==> config.mk <==
export PLATFORM = sky130hd
export DESIGN_NAME = zip_central_directory_parser
export DESIGN_NICKNAME = d
export VERILOG_FILES = /design/src/zcdp_pkg.sv /design/src/zip_central_directory_parser.sv
export SDC_FILE = /design/constraint.sdc
export NUM_CORES = 1
export LEC_CHECK = 0
export ABC_AREA = 1
export BUFFER_PORTS_ARGS = -buffer_cell sky130_fd_sc_hd__buf_2
export CAP_MARGIN = 20
export CORE_MARGIN = 2
export CORE_UTILIZATION = 36
export CTS_CLUSTER_SIZE = 10
export DETAILED_ROUTE_END_ITERATION = 8
export GPL_ROUTABILITY_DRIVEN = 1
export HOLD_SLACK_MARGIN = 0.03
export PLACE_DENSITY = 0.6
export SYNTH_ARGS = -nofsm -noshare
export SYNTH_HDL_FRONTEND = slang
export SYNTH_SLANG_ARGS = --single-unit
==> constraint.sdc <==
create_clock -name clk -period 30.5 [get_ports clk]
set_clock_uncertainty 0.2 [all_clocks]
set_input_delay 0 -clock clk [delete_from_list [all_inputs] [get_ports clk]]
set_output_delay 0 -clock clk [all_outputs]
set_load 0.1 [all_outputs]
==> src/zcdp_pkg.sv <==
package zcdp_pkg;

    localparam logic [31:0] DIR_SIGNATURE = 32'h0201_4b50;

    // fixed part of a directory record, in bytes
    localparam int unsigned FIXED_LEN = 42;
    localparam int unsigned SIG_LEN   = 4;

    // only the fixed-record bytes that feed a field or the skip length are kept
    localparam int unsigned SLOT_CNT  = 32;
    localparam int unsigned SLOT_W    = $clog2(SLOT_CNT);

    typedef enum logic [0:0] {
        KIND_RECORD = 1'b0,
        KIND_END    = 1'b1
    } kind_t;

    typedef enum logic [3:0] {
        PH_SIG   = 4'b0001,
        PH_FIXED = 4'b0010,
        PH_SKIP  = 4'b0100,
        PH_END   = 4'b1000
    } phase_t;

endpackage

==> src/zip_central_directory_parser.sv <==
// Zip central directory parser.
// Input channel: one word per byte of the central directory (data_byte),
// with restart marking the first byte of a new directory. Handshake is
// in_valid / in_ready. Output channel: one word per record summary or one
// end word (kind = KIND_END) when a non-matching signature closes the
// directory; handshake is out_valid / out_ready.
// Throughput: one byte per cycle unless a waiting output word holds in_ready low.
// Every byte is parsed in the cycle it is accepted; a byte that completes a record
// or a mismatched signature loads the output register, seen in the next cycle.
// The output register is the only buffer: while it holds a word the receiver
// has not taken, in_ready follows out_ready, and a byte is taken in the same
// cycle the waiting word leaves.
// Reset clears the parser to signature collection with the record index at
// zero and empties the output register. Only the fixed-record bytes that feed
// a field or the skip length are kept (32 bytes), each written before any read.
// After an end word, bytes are dropped until a byte with restart set.
module zip_central_directory_parser
(
    input  logic        clk,
    input  logic        rst_n,

    input  logic        in_valid,
    output logic        in_ready,
    input  logic [7:0]  data_byte,
    input  logic        restart,

    output logic        out_valid,
    input  logic        out_ready,
    output logic        kind,
    output logic [15:0] min_version,
    output logic [15:0] flag_bits,
    output logic [15:0] method,
    output logic [15:0] mod_time,
    output logic [15:0] mod_date,
    output logic [31:0] crc_value,
    output logic [31:0] packed_size,
    output logic [31:0] plain_size,
    output logic [15:0] name_len,
    output logic [31:0] header_offset,
    output logic [15:0] record_index
);
    import zcdp_pkg::*;

    localparam logic [5:0] SIG_LAST   = 6'(SIG_LEN - 1);
    localparam logic [5:0] FIXED_LAST = 6'(FIXED_LEN - 1);

    phase_t       phase_reg, phase_next, phase_eff;
    logic [5:0]   cnt_reg, cnt_next, cnt_eff;
    logic [31:0]  shift_reg, shift_next, shift_eff;
    logic [17:0]  skip_reg, skip_next, skip_eff;
    logic [15:0]  ctr_reg, ctr_next, ctr_eff;

    logic [7:0]   slot_reg [SLOT_CNT];
    logic [7:0]   view [SLOT_CNT];
    logic         slot_we;
    logic [SLOT_W-1:0] slot_idx;

    logic         accept;
    logic         emit_rec, emit_end;
    logic [17:0]  skip_sum;

    logic         out_valid_reg;
    logic         kind_reg;
    logic [15:0]  min_version_reg, flag_bits_reg, method_reg, mod_time_reg, mod_date_reg;
    logic [31:0]  crc_value_reg, packed_size_reg, plain_size_reg, header_offset_reg;
    logic [15:0]  name_len_reg, record_index_reg;

    assign in_ready = !out_valid_reg || out_ready;
    assign accept   = in_valid && in_ready;

    // restart acts on the same byte it arrives with
    always_comb
    begin
        phase_eff = restart ? PH_SIG : phase_reg;
        cnt_eff   = restart ? 6'd0   : cnt_reg;
        shift_eff = restart ? 32'd0  : shift_reg;
        skip_eff  = restart ? 18'd0  : skip_reg;
        ctr_eff   = restart ? 16'd0  : ctr_reg;
    end

    // map fixed-record byte position to a storage slot
    always_comb
    begin
        slot_we  = 1'b0;
        slot_idx = '0;
        if (phase_eff == PH_FIXED)
        begin
            if (cnt_eff >= 6'd2 && cnt_eff <= 6'd29)
            begin
                slot_we  = 1'b1;
                slot_idx = SLOT_W'(cnt_eff - 6'd2);
            end
            else if (cnt_eff >= 6'd38 && cnt_eff <= FIXED_LAST)
            begin
                slot_we  = 1'b1;
                slot_idx = SLOT_W'(cnt_eff - 6'd10);
            end
        end
    end

    // stored bytes with the current byte forwarded
    always_comb
    begin
        for (int i = 0; i < SLOT_CNT; i++)
        begin
            view[i] = slot_reg[i];
        end
        if (slot_we)
        begin
            view[slot_idx] = data_byte;
        end
    end

    // name + extra + comment lengths (record bytes 24..29)
    assign skip_sum = 18'({view[23], view[22]}) + 18'({view[25], view[24]})
                    + 18'({view[27], view[26]});

    always_comb
    begin
        phase_next = phase_eff;
        cnt_next   = cnt_eff;
        shift_next = shift_eff;
        skip_next  = skip_eff;
        ctr_next   = ctr_eff;
        emit_rec   = 1'b0;
        emit_end   = 1'b0;

        unique case (phase_eff)
            PH_SIG:
            begin
                shift_next = {data_byte, shift_eff[31:8]};
                cnt_next   = cnt_eff + 6'd1;
                if (cnt_eff == SIG_LAST)
                begin
                    cnt_next = '0;
                    if (shift_next == DIR_SIGNATURE)
                    begin
                        phase_next = PH_FIXED;
                    end
                    else
                    begin
                        phase_next = PH_END;
                        emit_end   = 1'b1;
                    end
                end
            end
            PH_FIXED:
            begin
                cnt_next = cnt_eff + 6'd1;
                if (cnt_eff == FIXED_LAST)
                begin
                    cnt_next  = '0;
                    skip_next = skip_sum;
                    if (skip_sum == '0)
                    begin
                        emit_rec = 1'b1;
                    end
                    else
                    begin
                        phase_next = PH_SKIP;
                    end
                end
            end
            PH_SKIP:
            begin
                skip_next = (skip_eff != '0) ? skip_eff - 18'd1 : '0;
                if (skip_next == '0)
                begin
                    emit_rec = 1'b1;
                end
            end
            PH_END:
            begin
                phase_next = PH_END;
            end
            default:
            begin
                phase_next = PH_SIG;
            end
        endcase

        if (emit_rec)
        begin
            phase_next = PH_SIG;
            cnt_next   = '0;
            shift_next = '0;
            if (ctr_eff != 16'hFFFF)
            begin
                ctr_next = ctr_eff + 16'd1;
            end
        end
    end

    always_ff @(posedge clk or negedge rst_n)
    begin
        if (!rst_n)
        begin
            phase_reg <= PH_SIG;
            cnt_reg   <= '0;
            shift_reg <= '0;
            skip_reg  <= '0;
            ctr_reg   <= '0;
        end
        else if (accept)
        begin
            phase_reg <= phase_next;
            cnt_reg   <= cnt_next;
            shift_reg <= shift_next;
            skip_reg  <= skip_next;
            ctr_reg   <= ctr_next;
        end
    end

    always_ff @(posedge clk)
    begin
        if (accept && slot_we)
        begin
            slot_reg[slot_idx] <= data_byte;
        end
    end

    always_ff @(posedge clk or negedge rst_n)
    begin
        if (!rst_n)
        begin
            out_valid_reg <= 1'b0;
        end
        else if (accept && (emit_rec || emit_end))
        begin
            out_valid_reg <= 1'b1;
        end
        else if (out_ready)
        begin
            out_valid_reg <= 1'b0;
        end
    end

    always_ff @(posedge clk)
    begin
        if (accept && emit_rec)
        begin
            kind_reg          <= KIND_RECORD;
            min_version_reg   <= {view[1],  view[0]};
            flag_bits_reg     <= {view[3],  view[2]};
            method_reg        <= {view[5],  view[4]};
            mod_time_reg      <= {view[7],  view[6]};
            mod_date_reg      <= {view[9],  view[8]};
            crc_value_reg     <= {view[13], view[12], view[11], view[10]};
            packed_size_reg   <= {view[17], view[16], view[15], view[14]};
            plain_size_reg    <= {view[21], view[20], view[19], view[18]};
            name_len_reg      <= {view[23], view[22]};
            header_offset_reg <= {view[31], view[30], view[29], view[28]};
            record_index_reg  <= ctr_eff;
        end
        else if (accept && emit_end)
        begin
            kind_reg          <= KIND_END;
            min_version_reg   <= '0;
            flag_bits_reg     <= '0;
            method_reg        <= '0;
            mod_time_reg      <= '0;
            mod_date_reg      <= '0;
            crc_value_reg     <= '0;
            packed_size_reg   <= '0;
            plain_size_reg    <= '0;
            name_len_reg      <= '0;
            header_offset_reg <= '0;
            record_index_reg  <= ctr_eff;
        end
    end

    assign out_valid     = out_valid_reg;
    assign kind          = kind_reg;
    assign min_version   = min_version_reg;
    assign flag_bits     = flag_bits_reg;
    assign method        = method_reg;
    assign mod_time      = mod_time_reg;
    assign mod_date      = mod_date_reg;
    assign crc_value     = crc_value_reg;
    assign packed_size   = packed_size_reg;
    assign plain_size    = plain_size_reg;
    assign name_len      = name_len_reg;
    assign header_offset = header_offset_reg;
    assign record_index  = record_index_reg;

endmodule

==> flow_metrics.env, run 1 <==
export IMPL_status="complete, no violations"
export IMPL_cts_setup_buffers=0
export IMPL_critPathKind="in -> reg"
export IMPL_synth_top_cell_area_share_pct=56.3
export IMPL_grt_pass1_vias=17800
export IMPL_cts_tree="yes"
export IMPL_fin_util_pct=42.3
export IMPL_dieArea_um2=75700
export IMPL_cts_root_buffer="clkbuf_16"
export IMPL_synth_ff_type="edfxtp_1"
export IMPL_postCtsResizedCells=0
export IMPL_vias=19200
export IMPL_synthArstFlopShare_pct=12.2
export IMPL_final_instance_count_excl_fill=3833
export IMPL_min_period_ps=10200
export IMPL_cp_max_fo=87
export IMPL_io_buffers=255
export IMPL_relSlewSlack_pct=28.4
export IMPL_areaGrowthSynthToFinish_pct=16.4
export IMPL_ir_drop_mv=0.0362
export IMPL_holdWs_ps=215
export IMPL_slowest_stage="buf_4"
export IMPL_grt_pass1_wl_um=108000
export IMPL_track_usage_pct=18.7
export IMPL_worst_pin_slew_ps=1070
export IMPL_hpwl_um=47700
export IMPL_gp_congestion=0.894
export IMPL_synth_seq_cells=566
export IMPL_start_util_pct=36.4
export IMPL_fin_ws_ps=20300
export IMPL_drc=0
export IMPL_die_h_um=275
export IMPL_fill_cells=6957
export IMPL_clk_latency_ps=620
export IMPL_io_pins=256
export IMPL_vias_per_cell=5.01
export IMPL_finalSetupTns_ps=0
export IMPL_power_leakage_uw=0.0124
export IMPL_cp_end_kind="flip-flop"
export IMPL_synth_top_area_cell="edfxtp_1"
export IMPL_htreeDepth=3
export IMPL_placed_cells=3714
export IMPL_setup_viol=0
export IMPL_crit_arrival_ps=10230
export IMPL_grt_max_degree=88
export IMPL_cp_start_kind="input pin"
export IMPL_hold_viol=0
export IMPL_antenna_found_initial=1
export IMPL_period_share_pct=33.4
export IMPL_drive_gt1_share_pct=18.6
export IMPL_ant_nets=0
export IMPL_drt_iter0_drc=1752
export IMPL_ys_warn_count=0
export IMPL_grt_overflow=0
export IMPL_std_cell_rows=99
export IMPL_hold_class="in -> reg"
export IMPL_nets=2890
export IMPL_clockBufferDepth=3
export IMPL_yosys_top_cells_area="edfxtp_1 56%, nand2_1 10%, dfrtp_1 6.4%"
export IMPL_coreArea_um2=72800
export IMPL_cts_sinks=566
export IMPL_cts_clk_slew_worst_paths_ps=50
export IMPL_routedWlPerCell_um=18.7
export IMPL_numCtsBuffers=69
export IMPL_totalWireLength_um=71600
export IMPL_synth_most_common_cell="nand2_1"
export IMPL_synthCells=2581
export IMPL_critPathMaxStageDelay_ps=850
export IMPL_synth_edf_count=496
export IMPL_ys_types=52
export IMPL_dr_pass1_iters=5
export IMPL_pre_cts_ws_ps=20180
export IMPL_rsz0062_at_grt="no"
export IMPL_n_antenna_cell=0
export IMPL_drv_cap=0
export IMPL_drv_slew=0
export IMPL_seq_area_frac_synth_pct=62.9
export IMPL_yosys_top_cells_count="728 x nand2_1, 496 x edfxtp_1, 221 x inv_1"
export IMPL_die_w_um=275
export IMPL_largest_reg_flops=256
export IMPL_power_density_nw_per_um2=61.1
export IMPL_syn_area_um2=26500
export IMPL_cp_required_ps=30530
export IMPL_fmax_mhz=98.1
export IMPL_synth_nets=2629
export IMPL_syn_avg_cell_area_um2=10.3
## logic make-up (layout without fill, tap and decap cells)
group / after synthesis / in the layout / share of synthesized area (%)
DFF: 566 / 566 / 62.9
adders and majority gates: 35 / 35 / 2.14
AOI/OAI and AO/OA: 388 / 388 / 8.97
and+or+nand+nor: 1222 / 1222 / 19.7
xor gates and xnor gates: 17 / 17 / 0.591
buffers and inverters: 353 / 646 / 5.75
## cell type report
type / instances / area (um2) / share of cell area, %
multi-input cells: 1662 / 8340 / 27.1
inverters: 244 / 918 / 2.98
clock inverters: 11 / 203 / 0.658
flip-flops and latches: 566 / 16600 / 54.0
clock buffers: 92 / 1860 / 6.05
repair buffers: 299 / 1650 / 5.34
well taps: 959 / 1200 / 3.89
## routing by layer
layer / vias up / GRT usage, % / routed length, um
met5: - / 0 / 0
met4: 0 / 6.05 / 1720
met3: 105 / 2.99 / 4650
met2: 649 / 29.7 / 33500
met1: 9154 / 26.2 / 31800
li1: 9277 / - / -
## cell usage in the layout, fill, tap and decap left out, types with 8 or more instances in the layout
master	n
a21oi_1	153
a21oi_2	85
buf_2	257
buf_4	27
clkbuf_1	19
clkbuf_16	70
dfrtp_1	68
dlygate4sd3_1	13
edfxtp_1	496
fa_1	17
ha_1	18
inv_1	220
inv_2	21
nand2_1	726
nand2_2	13
nand3_1	149
nand3b_1	8
nand4_1	56
nor2_1	200
nor2_2	20
nor3_1	18
o21ai_0	66
o21ai_1	46
o221ai_1	10
o22ai_1	10
xor2_1	15
## timing repair
item / CTS / global route
hold buffers: 14 / 0
endpoints found under the hold margin: 209 / 0
setup endpoints to repair: 0 / 0
## stage by stage
step,total power (uW),cell area (um2)
after floorplan,1070,26500
after global placement,1130,28600
after detailed placement,1130,28600
after CTS,1900,30800
after global routing,1950,30800
final,1880,30800
## worst paths after layout
kind                              start             end  slack, ps  depth (start not counted)
setup reg to reg             cnt_reg[0]    flag_bits[3]      20510                         34
setup / recovery                restart    flag_bits[3]      20300                         36
max in group asynchronous         rst_n   shift_reg[10]      29180                          4
min in group asynchronous         rst_n      ctr_reg[3]        270                          4
hold reg to reg             ctr_reg[10]     ctr_reg[10]        280                          2
hold / removal             data_byte[7]  slot_reg[2][7]        210                          2
## critical path, delay by kind of cell
| kind | cells | cell delay [ps] |
|---|---|---|
| AND/OR/NAND/NOR | 19 | 4030 |
| buffers and inverters | 11 | 4110 |
| adder cells (fa/ha/maj) | 3 | 1170 |
| AO/OA/AOI/OAI | 3 | 670 |
## report_power, final
part / leakage (uW) / switching [uW] / internal, uW
clock: 0.000997 / 317 / 453
sequential: 0.00562 / 12.9 / 871
combinational: 0.00577 / 187 / 41.2
total: 0.0124 / 517 / 1370
No activity file was read; power rests on OpenSTA's default activity.
==> run 2: changes to the inputs <==
- clock period: 30.5 -> 10.6 ns (I/O delays scaled with it)
==> run 2 against run 1 <==
  * Register-to-register slack got worse by 18000 ps
  * Sequential power increased to 2.9 times the previous value
  * Sequential share of layout area increased by 0.25 points
  * Setup slack got worse by 18000 ps
  * Non-clock buffer count decreased by 3
  * Critical path type unchanged
  * Largest power group unchanged
==> flow_metrics.env, run 2 (same netlist as run 1, synthesis figures left out) <==
export IMPL_status="complete, no violations"
export IMPL_drc=0
export IMPL_r2r_start="cnt_reg[0]"
export IMPL_fill_cells=6989
export IMPL_clk_latency_ps=610
export IMPL_min_from="data_byte[1]"
export IMPL_drv_cap=0
export IMPL_crit_arrival_ps=8520
export IMPL_vias=19200
export IMPL_cp_required_ps=10670
export IMPL_cts_root_buffer="clkbuf_16"
export IMPL_reg2reg_slack_ps=2400
export IMPL_cp_max_fo=119
export IMPL_power_leakage_uw=0.0123
export IMPL_ir_drop_mv=0.106
export IMPL_gp_congestion=0.901
export IMPL_relSlewSlack_pct=26.2
export IMPL_nets=2886
export IMPL_drive_gt1_share_pct=18.3
export IMPL_met3_usage_pct=3.18
export IMPL_totalWireLength_um=71800
export IMPL_design_area_um2=30700
export IMPL_r2r_cells=31
export IMPL_dr_pass1_iters=6
export IMPL_die_h_um=275
export IMPL_antenna_found_initial=0
export IMPL_fin_util_pct=42.1
export IMPL_grt_pass1_wl_um=108000
export IMPL_htreeDepth=3
export IMPL_dpl_cell_area_um2=28600
export IMPL_critPathKind="in -> reg"
export IMPL_crit_path_frequent_cell="nand2_1"
export IMPL_dieArea_um2=75700
export IMPL_cts_clk_slew_worst_paths_ps=60
export IMPL_coreArea_um2=72800
export IMPL_critPathMaxStageDelay_ps=880
export IMPL_mostFrequentLayoutCells="726 x nand2_1, 496 x edfxtp_1, 255 x buf_2"
export IMPL_cts_tree="yes"
export IMPL_drv_slew=0
export IMPL_setup_viol=0
export IMPL_drt_iter0_drc=1959
export IMPL_std_cell_rows=99
export IMPL_grt_max_degree=120
export IMPL_min_delay_path_depth=2
export IMPL_placed_cells=3712
export IMPL_finalSetupTns_ps=0
export IMPL_final_common_cell="nand2_1"
export IMPL_met1_usage_pct=26.3
export IMPL_multi_input_area_um2=8350
export IMPL_grt_overflow=0
export IMPL_routedWlPerCell_um=18.8
export IMPL_io_pins=256
export IMPL_areaGrowthSynthToFinish_pct=15.9
export IMPL_start_util_pct=36.4
export IMPL_die_w_um=275
export IMPL_power_density_nw_per_um2=173
export IMPL_io_buffers=255
export IMPL_cp_end_kind="flip-flop"
export IMPL_cts_sinks=566
export IMPL_numCtsBuffers=68
export IMPL_n_antenna_cell=0
export IMPL_largest_reg_flops=256
export IMPL_reg2reg_to="method[0]"
export IMPL_vias_per_cell=5.02
export IMPL_postCtsResizedCells=0
export IMPL_worst_pin_slew_ps=1110
export IMPL_final_instance_count_excl_fill=3827
export IMPL_grt_use_met2_pct=29.7
export IMPL_track_usage_pct=18.7
export IMPL_fmax_mhz=118
export IMPL_slowest_stage="nand2_8"
export IMPL_ant_nets=0
export IMPL_cts_setup_buffers=0
export IMPL_ctsHoldBuffers=14
export IMPL_cp_start_kind="input pin"
export IMPL_clockBufferDepth=3
export IMPL_rsz0062_at_grt="no"
export IMPL_period_share_pct=79.7
export IMPL_min_period_ps=8450
export IMPL_grt_busiest_layer="met2"
export IMPL_grt_pass1_vias=17900
export IMPL_hold_viol=0
export IMPL_hpwl_um=46200
export IMPL_hold_class="in -> reg"
export IMPL_seq_area_um2=16600
export IMPL_holdPathEnd="slot_reg[24][1]"
==> run 2: worst max path at each step <==
| stage | startpoint | endpoint | slack (ps) |
|---|---|---|---|
| finish | restart | method[0] | 2150 |
| global route | restart | method[2] | 1340 |
| CTS | restart | method[2] | 2120 |
| detailed placement | restart | method[0] | 2020 |
| global placement | restart | method[0] | 2130 |
| floorplan | cnt_reg[1] | crc_value[0] | 2200 |
==> run 2: layout make-up <==
cell class / count / share of cell area, %
Clock inverter: 10 / 0.265
Timing Repair Buffer: 296 / 5.36
Sequential cell: 566 / 54.3
Inverter: 244 / 2.99
Clock buffer: 90 / 5.98
Multi-Input combinational cell: 1662 / 27.2
Tap cell: 959 / 3.91
==> run 2: worst max-delay path: cells and delay by family <==
family	cells	cell delay, ps
compound gates	3	840
simple gates	17	4310
buf+inv	8	2290
fa+ha+maj	2	920
==> run 2: metal layers <==
metal / routed length [um] / vias up
met5: 0 / -
li1: - / 9286
met4: 1660 / 0
met2: 33400 / 678
met1: 31700 / 9154
met3: 4980 / 105
==> run 2: metrics by stage <==
step                hold slack [ps]  total power [uW]  worst slack [ps]
floorplan                      -496              3080              2200
global placement                102              3250              2130
detailed placement              105              3250              2020
CTS                             203              5350              2120
global route                    213              5490              1340
finish                          235              5310              2150
==> run 2: power by group <==
group          leakage [uW]  internal (uW)  switching, uW  total, uW
Clock              0.000934           1210            892       2100
Sequential          0.00562           2510           39.4       2550
Combinational       0.00575            120            543        663
Total                0.0123           3830           1470       5310
